`src/hdl/fhm_pkg.sv`:
```
// fhm_pkg: shared constants, codes and controller/datapath types for the
// FIFO handoff mutex. No dependencies.
package fhm_pkg;

	localparam int QUEUE_DEPTH   = 16;
	localparam int TASK_ID_WIDTH = 8;
	localparam int PTR_W         = $clog2(QUEUE_DEPTH);
	localparam int CNT_W         = $clog2(QUEUE_DEPTH + 1);

	// operation codes
	localparam logic [1:0] OP_LOCK    = 2'd0;
	localparam logic [1:0] OP_UNLOCK  = 2'd1;
	localparam logic [1:0] OP_TRYLOCK = 2'd2;

	// result status codes
	localparam logic [2:0] ST_GRANTED   = 3'd0;
	localparam logic [2:0] ST_QUEUED    = 3'd1;
	localparam logic [2:0] ST_BUSY      = 3'd2;
	localparam logic [2:0] ST_RECURSIVE = 3'd3;
	localparam logic [2:0] ST_NOT_OWNER = 3'd4;
	localparam logic [2:0] ST_FULL      = 3'd5;

	typedef enum logic [1:0] {
		S_IDLE,
		S_EXEC,
		S_OUT
	} state_t;

	typedef enum logic [2:0] {
		ACT_NONE,
		ACT_GRANT,
		ACT_ENQUEUE,
		ACT_HANDOFF,
		ACT_RELEASE
	} act_t;

	// controller -> datapath
	typedef struct packed {
		logic       capture;
		logic       exec;
		act_t       act;
		logic [2:0] status;
	} cmd_t;

	// datapath -> controller
	typedef struct packed {
		logic [1:0] op;
		logic       owner_present;
		logic       owner_match;
		logic       q_empty;
		logic       q_full;
	} sts_t;

endpackage

```
`src/hdl/fhm_datapath.sv`:
```
// fhm_datapath: request capture, owner registers, waiter FIFO memory and
// result registers. Depends on fhm_pkg; driven by fhm_ctrl commands.
module fhm_datapath import fhm_pkg::*; (
	input  logic       clk,
	input  logic       arst_n,
	input  logic [1:0] operation,
	input  logic [7:0] task_id,
	input  cmd_t       cmd,
	output sts_t       sts,
	output logic [2:0] status,
	output logic       wake_valid,
	output logic [7:0] wake_task,
	output logic       locked,
	output logic [7:0] owner_task,
	output logic [4:0] waiter_count
);

	logic [1:0]               op_q;
	logic [TASK_ID_WIDTH-1:0] id_q;
	logic [TASK_ID_WIDTH-1:0] rd_q;
	logic [TASK_ID_WIDTH-1:0] queue_mem [QUEUE_DEPTH];
	logic                     owner_present_q;
	logic [TASK_ID_WIDTH-1:0] owner_q;
	logic [PTR_W-1:0]         head_q;
	logic [PTR_W-1:0]         tail_q;
	logic [CNT_W-1:0]         count_q;
	logic [2:0]               status_q;
	logic                     wake_valid_q;
	logic [TASK_ID_WIDTH-1:0] wake_task_q;
	logic [PTR_W-1:0]         head_nxt;
	logic [PTR_W-1:0]         tail_nxt;

	// request beat capture, full task id
	always_ff @(posedge clk) begin
		if (cmd.capture) begin
			op_q <= operation;
			id_q <= task_id[TASK_ID_WIDTH-1:0];
		end
	end

	// waiter FIFO: head read registered every cycle, push at tail
	always_ff @(posedge clk) begin
		rd_q <= queue_mem[head_q];
		if (cmd.exec && cmd.act == ACT_ENQUEUE) begin
			queue_mem[tail_q] <= id_q;
		end
	end

	// pointer wrap
	assign head_nxt = (head_q == PTR_W'(QUEUE_DEPTH - 1)) ? '0 : head_q + 1'b1;
	assign tail_nxt = (tail_q == PTR_W'(QUEUE_DEPTH - 1)) ? '0 : tail_q + 1'b1;

	// owner and queue bookkeeping
	always_ff @(posedge clk or negedge arst_n) begin
		if (!arst_n) begin
			owner_present_q <= 1'b0;
			owner_q         <= '0;
			head_q          <= '0;
			tail_q          <= '0;
			count_q         <= '0;
		end else if (cmd.exec) begin
			case (cmd.act)
				ACT_GRANT: begin
					owner_present_q <= 1'b1;
					owner_q         <= id_q;
				end
				ACT_ENQUEUE: begin
					tail_q  <= tail_nxt;
					count_q <= count_q + 1'b1;
				end
				ACT_HANDOFF: begin
					owner_q <= rd_q;
					head_q  <= head_nxt;
					count_q <= count_q - 1'b1;
				end
				ACT_RELEASE: begin
					owner_present_q <= 1'b0;
					owner_q         <= '0;
				end
				default: begin
				end
			endcase
		end
	end

	// result registers
	always_ff @(posedge clk) begin
		if (cmd.exec) begin
			status_q     <= cmd.status;
			wake_valid_q <= (cmd.act == ACT_HANDOFF);
			wake_task_q  <= (cmd.act == ACT_HANDOFF) ? rd_q : '0;
		end
	end

	// flags for the controller
	always_comb begin
		sts.op            = op_q;
		sts.owner_present = owner_present_q;
		sts.owner_match   = owner_present_q && (owner_q == id_q);
		sts.q_empty       = (count_q == '0);
		sts.q_full        = (count_q == CNT_W'(QUEUE_DEPTH));
	end

	assign status       = status_q;
	assign wake_valid   = wake_valid_q;
	assign wake_task    = 8'(wake_task_q);
	assign locked       = owner_present_q;
	assign owner_task   = 8'(owner_q);
	assign waiter_count = 5'(count_q);

endmodule

```
`src/hdl/fhm_ctrl.sv`:
```
// fhm_ctrl: request sequencer and decision logic for the mutex.
// Depends on fhm_pkg; commands fhm_datapath.
module fhm_ctrl import fhm_pkg::*; (
	input  logic clk,
	input  logic arst_n,
	input  logic in_valid,
	output logic in_ready,
	output logic out_valid,
	input  logic out_ready,
	input  sts_t sts,
	output cmd_t cmd
);

	state_t state_q;
	state_t state_nxt;
	act_t       act;
	logic [2:0] code;

	always_ff @(posedge clk or negedge arst_n) begin
		if (!arst_n) begin
			state_q <= S_IDLE;
		end else begin
			state_q <= state_nxt;
		end
	end

	// next state
	always_comb begin
		state_nxt = state_q;
		case (state_q)
			S_IDLE: if (in_valid) state_nxt = S_EXEC;
			S_EXEC: state_nxt = S_OUT;
			S_OUT:  if (out_ready) state_nxt = S_IDLE;
			default: state_nxt = S_IDLE;
		endcase
	end

	// decide what the captured request does
	always_comb begin
		act  = ACT_NONE;
		code = ST_BUSY;
		case (sts.op)
			OP_LOCK: begin
				if (sts.owner_match) begin
					code = ST_RECURSIVE;
				end else if (!sts.owner_present) begin
					act  = ACT_GRANT;
					code = ST_GRANTED;
				end else if (sts.q_full) begin
					code = ST_FULL;
				end else begin
					act  = ACT_ENQUEUE;
					code = ST_QUEUED;
				end
			end
			OP_UNLOCK: begin
				if (!sts.owner_match) begin
					code = ST_NOT_OWNER;
				end else if (!sts.q_empty) begin
					act  = ACT_HANDOFF;
					code = ST_GRANTED;
				end else begin
					act  = ACT_RELEASE;
					code = ST_GRANTED;
				end
			end
			OP_TRYLOCK: begin
				if (!sts.owner_present) begin
					act  = ACT_GRANT;
					code = ST_GRANTED;
				end
			end
			default: begin
			end
		endcase
	end

	// outputs per state
	always_comb begin
		in_ready    = (state_q == S_IDLE);
		out_valid   = (state_q == S_OUT);
		cmd.capture = (state_q == S_IDLE) && in_valid;
		cmd.exec    = (state_q == S_EXEC);
		cmd.act     = act;
		cmd.status  = code;
	end

endmodule

```
`src/hdl/fifo_handoff_mutex.sv`:
```
// fifo_handoff_mutex: top level of the FIFO-queued hardware mutex.
// Depends on fhm_pkg, fhm_ctrl and fhm_datapath.
//
//   channel  handshake            payload
//   -------  -------------------  --------------------------------------------
//   in       in_valid / in_ready  operation, task_id
//   out      out_valid/ out_ready status, wake_valid, wake_task, locked,
//                                 owner_task, waiter_count
//
// A request steps through capture, execute and present, in that order. The
// execute step waits on the registered read of the waiter FIFO head. One
// request is in flight at a time; in_ready is low from capture until the
// result beat is taken, so a stalled out holds off in.
// Reset is asynchronous; the FIFO memory is not cleared, no clearing pass.
module fifo_handoff_mutex import fhm_pkg::*; (
	input  logic       clk,
	input  logic       arst_n,
	input  logic       in_valid,
	output logic       in_ready,
	input  logic [1:0] operation,
	input  logic [7:0] task_id,
	output logic       out_valid,
	input  logic       out_ready,
	output logic [2:0] status,
	output logic       wake_valid,
	output logic [7:0] wake_task,
	output logic       locked,
	output logic [7:0] owner_task,
	output logic [4:0] waiter_count
);

	cmd_t cmd;
	sts_t sts;

	fhm_ctrl u_ctrl (
		.clk       (clk),
		.arst_n    (arst_n),
		.in_valid  (in_valid),
		.in_ready  (in_ready),
		.out_valid (out_valid),
		.out_ready (out_ready),
		.sts       (sts),
		.cmd       (cmd)
	);

	fhm_datapath u_dp (
		.clk          (clk),
		.arst_n       (arst_n),
		.operation    (operation),
		.task_id      (task_id),
		.cmd          (cmd),
		.sts          (sts),
		.status       (status),
		.wake_valid   (wake_valid),
		.wake_task    (wake_task),
		.locked       (locked),
		.owner_task   (owner_task),
		.waiter_count (waiter_count)
	);

endmodule

```
`config.mk`:
```
export PLATFORM = sky130hd
export DESIGN_NAME = fifo_handoff_mutex
export DESIGN_NICKNAME = d
export VERILOG_FILES = /design/src/hdl/fhm_pkg.sv /design/src/hdl/fhm_datapath.sv /design/src/hdl/fhm_ctrl.sv /design/src/hdl/fifo_handoff_mutex.sv
export SDC_FILE = /design/constraint.sdc
export NUM_CORES = 1
export LEC_CHECK = 0
export ABC_AREA = 1
export BUFFER_PORTS_ARGS = -buffer_cell sky130_fd_sc_hd__buf_2
export CAP_MARGIN = 20
export CORE_ASPECT_RATIO = 1.5
export CORE_MARGIN = 3
export CORE_UTILIZATION = 50
export DETAILED_ROUTE_END_ITERATION = 8
export PLACE_DENSITY_LB_ADDON = 0.12
export SKIP_LAST_GASP = 1
export SYNTH_ARGS = -nofsm -noshare
export SYNTH_HDL_FRONTEND = slang
export SYNTH_SLANG_ARGS = --single-unit
```
`constraint.sdc`:
```
create_clock -name clk -period 2.2 [get_ports clk]
set_clock_uncertainty 0.05 [all_clocks]
set_input_delay 0.11 -clock clk [delete_from_list [all_inputs] [get_ports clk]]
set_output_delay 0.11 -clock clk [all_outputs]
set_load 0.02 [all_outputs]
```
==> flow_summary_export.csv <==
group,metric,value,unit
synthesis,syn-num-nets,651,
synthesis,syn_area,7600,µm²
global_route,first_global_vias,5209,
critical_path,crit_cells,11,
placed_design,placed_cells,884,
finish,area_delta_synth_final,20.0,%
synthesis,synth_flop_cell,"edfxtp_1",
finish,num_antenna_cells,0,
power,power_density,974,nW/µm²
clock_tree,cts_tree,"yes",
critical_path,timing.rr.end,"u_dp.waiter_count[4]$_DFFE_PN0P_",
finish,drive_above_1_share,21.6,%
clock_tree,htreeDepth,4,
run,drv_cap,0,
global_route,grt_pass1_wl,27300,µm
synthesis,synth_edf_count,150,
die,die-area,16800,µm²
critical_path,cpLargestDelayFamily,"flip-flops",
critical_path,crit_path_start,"u_dp.id_q[4]$_DFFE_PP_",
global_route,grtUsageMet2,40.2,%
placed_design,gp_congestion,0.824,
critical_path,max_stage_delay,510,ps
global_route,gr-total-overflow,0,
sta,worstMarginPinSlew,660,ps
outcome,status,"complete, no violations",
power,switching_share,30.6,%
clock_tree,clk-insertion-delay-late,420,ps
synthesis,ys_warn_count,0,
critical_path,worstPathCellList,"xor2_2 -> nor2_4 -> nand3_4 -> clkinv_8 -> fa_2 -> a21oi_2 -> o21ai_1 -> nand4_1 -> nand3_1 -> nand2_1 -> nand2_1",
synthesis,async_flop_share,13.2,%
clock_tree,cts.path.max_buffers,2,
power,p_sw,2.72,mW
global_route,grt_max_degree,68,
die,core,14700,µm²
critical_path,crit_top_cell,"nand2_1",
synthesis,synth.avg_cell_area,12.1,µm²
power,p_leak,3.61,nW
synthesis,synth_top_area_share,59.2,%
critical_path,cp-start-kind,"flop",
drt,vias_per_cell,5.37,
drt,wl_per_cell,18.8,µm
power,combPwrFrac,18.5,%
critical_path,critPathBufInv,1,
power,power_frac_seq,48.4,%
sta,relSlewSlack,56.0,%
drt,ant_nets,0,
critical_path,criticalPathCategory,"flop to flop",
drt,num_vias,5024,
finish,layout.nets,750,
drt,wl,17600,µm
placed_design,placed_area,8320,µm²
sta,fmaxAchievable,472,MHz
power,ir_drop,637,µV
critical_path,ff2ff_setup_slack,80,ps
sta,hold_ws,211,ps
die,ioPinCount,42,
power,intPower,6.17,mW
synthesis,synth_common_cells,"edfxtp_1 (150), nor2_1 (98), nand2_1 (96)",
global_route,grt-busiest-layer,"met2",
critical_path,worstPathArrival,2390,ps
clock_tree,cts_buffers,17,
sta,fin_crit,2120,ps
die,start_util,51.6,%
finish,finish.instance_area,9120,µm²
sta,fin_crit_sh,96.3,%
placed_design,dp_hpwl,11900,µm
sta,hold_violations,0,
drt,route.detailed.drc,0,
power,power.total,8.88,mW
synthesis,ys_types,37,
drt,dr.first_iter.drc_count,294,
placed_design,port_buffers,41,
clock_tree,clockRootBuffer,"clkbuf_16",
drt,first_pass_iters,4,
critical_path,endpoint,"u_dp.waiter_count[4]$_DFFE_PN0P_",
die,die_height,157,µm
sta,rsz0062_at_grt,"yes",
synthesis,synth_area_leaders,"edfxtp_1 (59%), dfrtp_1 (7.9%), nor2_1 (4.8%), nand2_1 (4.7%), o21ai_0 (2.6%)",
clock_tree,clk_pin_slew,70,ps
synthesis,ys_seq_elements,182,
synthesis,synthCells,628,
global_route,grt.total_usage,22.0,%
synthesis,synth_area_leader_cell,"edfxtp_1",
synthesis,synth.most_common_cell,"edfxtp_1",
global_route,antenna_found_initial,0,
global_route,use_met3,3.73,%
critical_path,path_max_fanout,5,
critical_path,crit_required,2470,ps
critical_path,cp-end-kind,"flop",
clock_tree,clock-sinks,182,
critical_path,r2r-start,"u_dp.id_q[4]$_DFFE_PP_",
die,row_count,54,
critical_path,cp_slowest_cell,"edfxtp_1",
global_route,use_met1,24.9,%
sta,slew_viol_final,0,
die,fp.dieW,107,µm
finish,fin_cells,936,
finish,finish.utilization,61.9,%
critical_path,r2r_cells,11,
power,p_clk_share,33.1,%
sta,setup_viol,0,
synthesis,yosysSeqAreaShare,69.2,%
worst_hold_path,hold_class,"input pin to asynchronous set/reset pin",
[worst min-delay path by stage]
stage / from / end / slack [ps]
3_3_place_gp: arst_n / u_dp.head_q[1]$_DFFE_PN0P_ / 120
2_1_floorplan: arst_n / u_ctrl.state_q[0]$_DFFE_PN0P_ / -240
4_1_cts: arst_n / u_dp.owner_task[7]$_DFFE_PN0P_ / 210
3_5_place_dp: arst_n / u_dp.head_q[1]$_DFFE_PN0P_ / 130
5_1_grt: arst_n / u_dp.waiter_count[3]$_DFFE_PN0P_ / 230
6_report: arst_n / u_dp.owner_task[7]$_DFFE_PN0P_ / 210
[stage by stage]
| step | setup TNS [ps] | setup slack (ps) |
|---|---|---|
| after floorplan | 0 | 2.90 |
| after global placement | 0 | 30.6 |
| after detailed placement | -45.4 | -45.4 |
| after CTS | 0 | 48.2 |
| after global routing | -65.8 | -65.8 |
| final | 0 | 80.8 |
[sequential cells by signal, indices dropped and copies added, names as in the netlist]
name / flops
u_dp.waiter_count: 5
u_dp.owner_task: 8
u_dp.wake_task: 8
u_dp.locked: 1
u_dp.rd_q: 8
u_dp.id_q: 8
u_dp.wake_valid: 1
u_ctrl.state_q: 2
u_dp.op_q: 2
u_dp.head_q: 4
u_dp.queue_mem: 128
u_dp.status: 3
u_dp.tail_q: 4
[worst register-to-register path: cells and delay by family (launching register included)]
kind	cells	cell delay, ps
and+or+nand+nor	6	510
AOI/OAI and AO/OA	2	250
DFF	1	510
adders and majority gates	1	380
buffers and inverters	1	80
xor gates and xnor gates	1	240
[layout by cell type (no fill, tap or decap), types with 2 or more instances in the layout]
cell,netlist,final
a21oi_1,4,3
a21oi_2,1,2
buf_12,0,2
buf_2,6,41
buf_4,0,46
clkbuf_16,0,17
clkinv_1,2,2
clkinv_8,0,3
dfrtp_1,24,23
dfxtp_1,8,8
dlygate4sd3_1,0,13
edfxtp_1,150,150
ha_1,8,7
inv_1,47,47
inv_2,5,4
inv_6,0,4
inv_8,0,6
mux2i_1,14,14
nand2_1,96,95
nand2_2,8,9
nand2_4,2,2
nand3_1,33,33
nand3_2,4,3
nand3_4,2,3
nand4_1,4,4
nor2_1,98,95
nor2_2,1,4
nor2_4,2,2
nor3b_1,2,2
o211ai_1,4,4
o21ai_0,39,38
o21ai_1,3,4
o221ai_1,12,12
o22ai_1,2,2
o32ai_1,16,16
xor2_1,8,6
xor2_2,0,2
[cell type report]
| type | instances | area, µm² |
|---|---|---|
| Timing Repair Buffer | 102 | 721 |
| Sequential cell | 182 | 5270 |
| Multi-Input combinational cell | 369 | 2090 |
| Inverter | 55 | 221 |
| Clock buffer | 17 | 425 |
| Tap cell | 196 | 245 |
| Fill cell | 1190 | 5610 |
| Clock inverter | 15 | 156 |
[timing repair]
action / CTS / global route
hold buffers: 13 / 0
setup endpoints to repair: 8 / 119
buffers inserted: 3 / 4
hold endpoints to repair: 36 / 0
pin swaps: 1 / 7
gates resized for setup: 2 / 6
[kinds of logic after synthesis]
family	Yosys count	share of synthesized area, %
AND/OR/NAND/NOR	255	15.3
XOR/XNOR	9	1.04
flip-flops	182	69.2
multiplexers	14	1.84
AO/OA/AOI/OAI	82	7.03
buffers and inverters	77	3.97
adder cells (fa/ha/maj)	9	1.58
[routing by layer]
metal	part of all wire, %	wire [µm]
met1	38	6610
met2	54	9550
met3	4.0	703
met4	3.9	692
met5	0	0
[power groups by stage]
stage	Clock [mW]	Combinational, mW	Sequential, mW
final	2.94	1.65	4.30
after global routing	3.14	1.81	4.33
after CTS	2.99	1.62	4.30
after detailed placement	0	1.58	4.36
after global placement	0	1.57	4.35
after floorplan	0	0.731	4.58
Power figures use the tool's default switching activity.
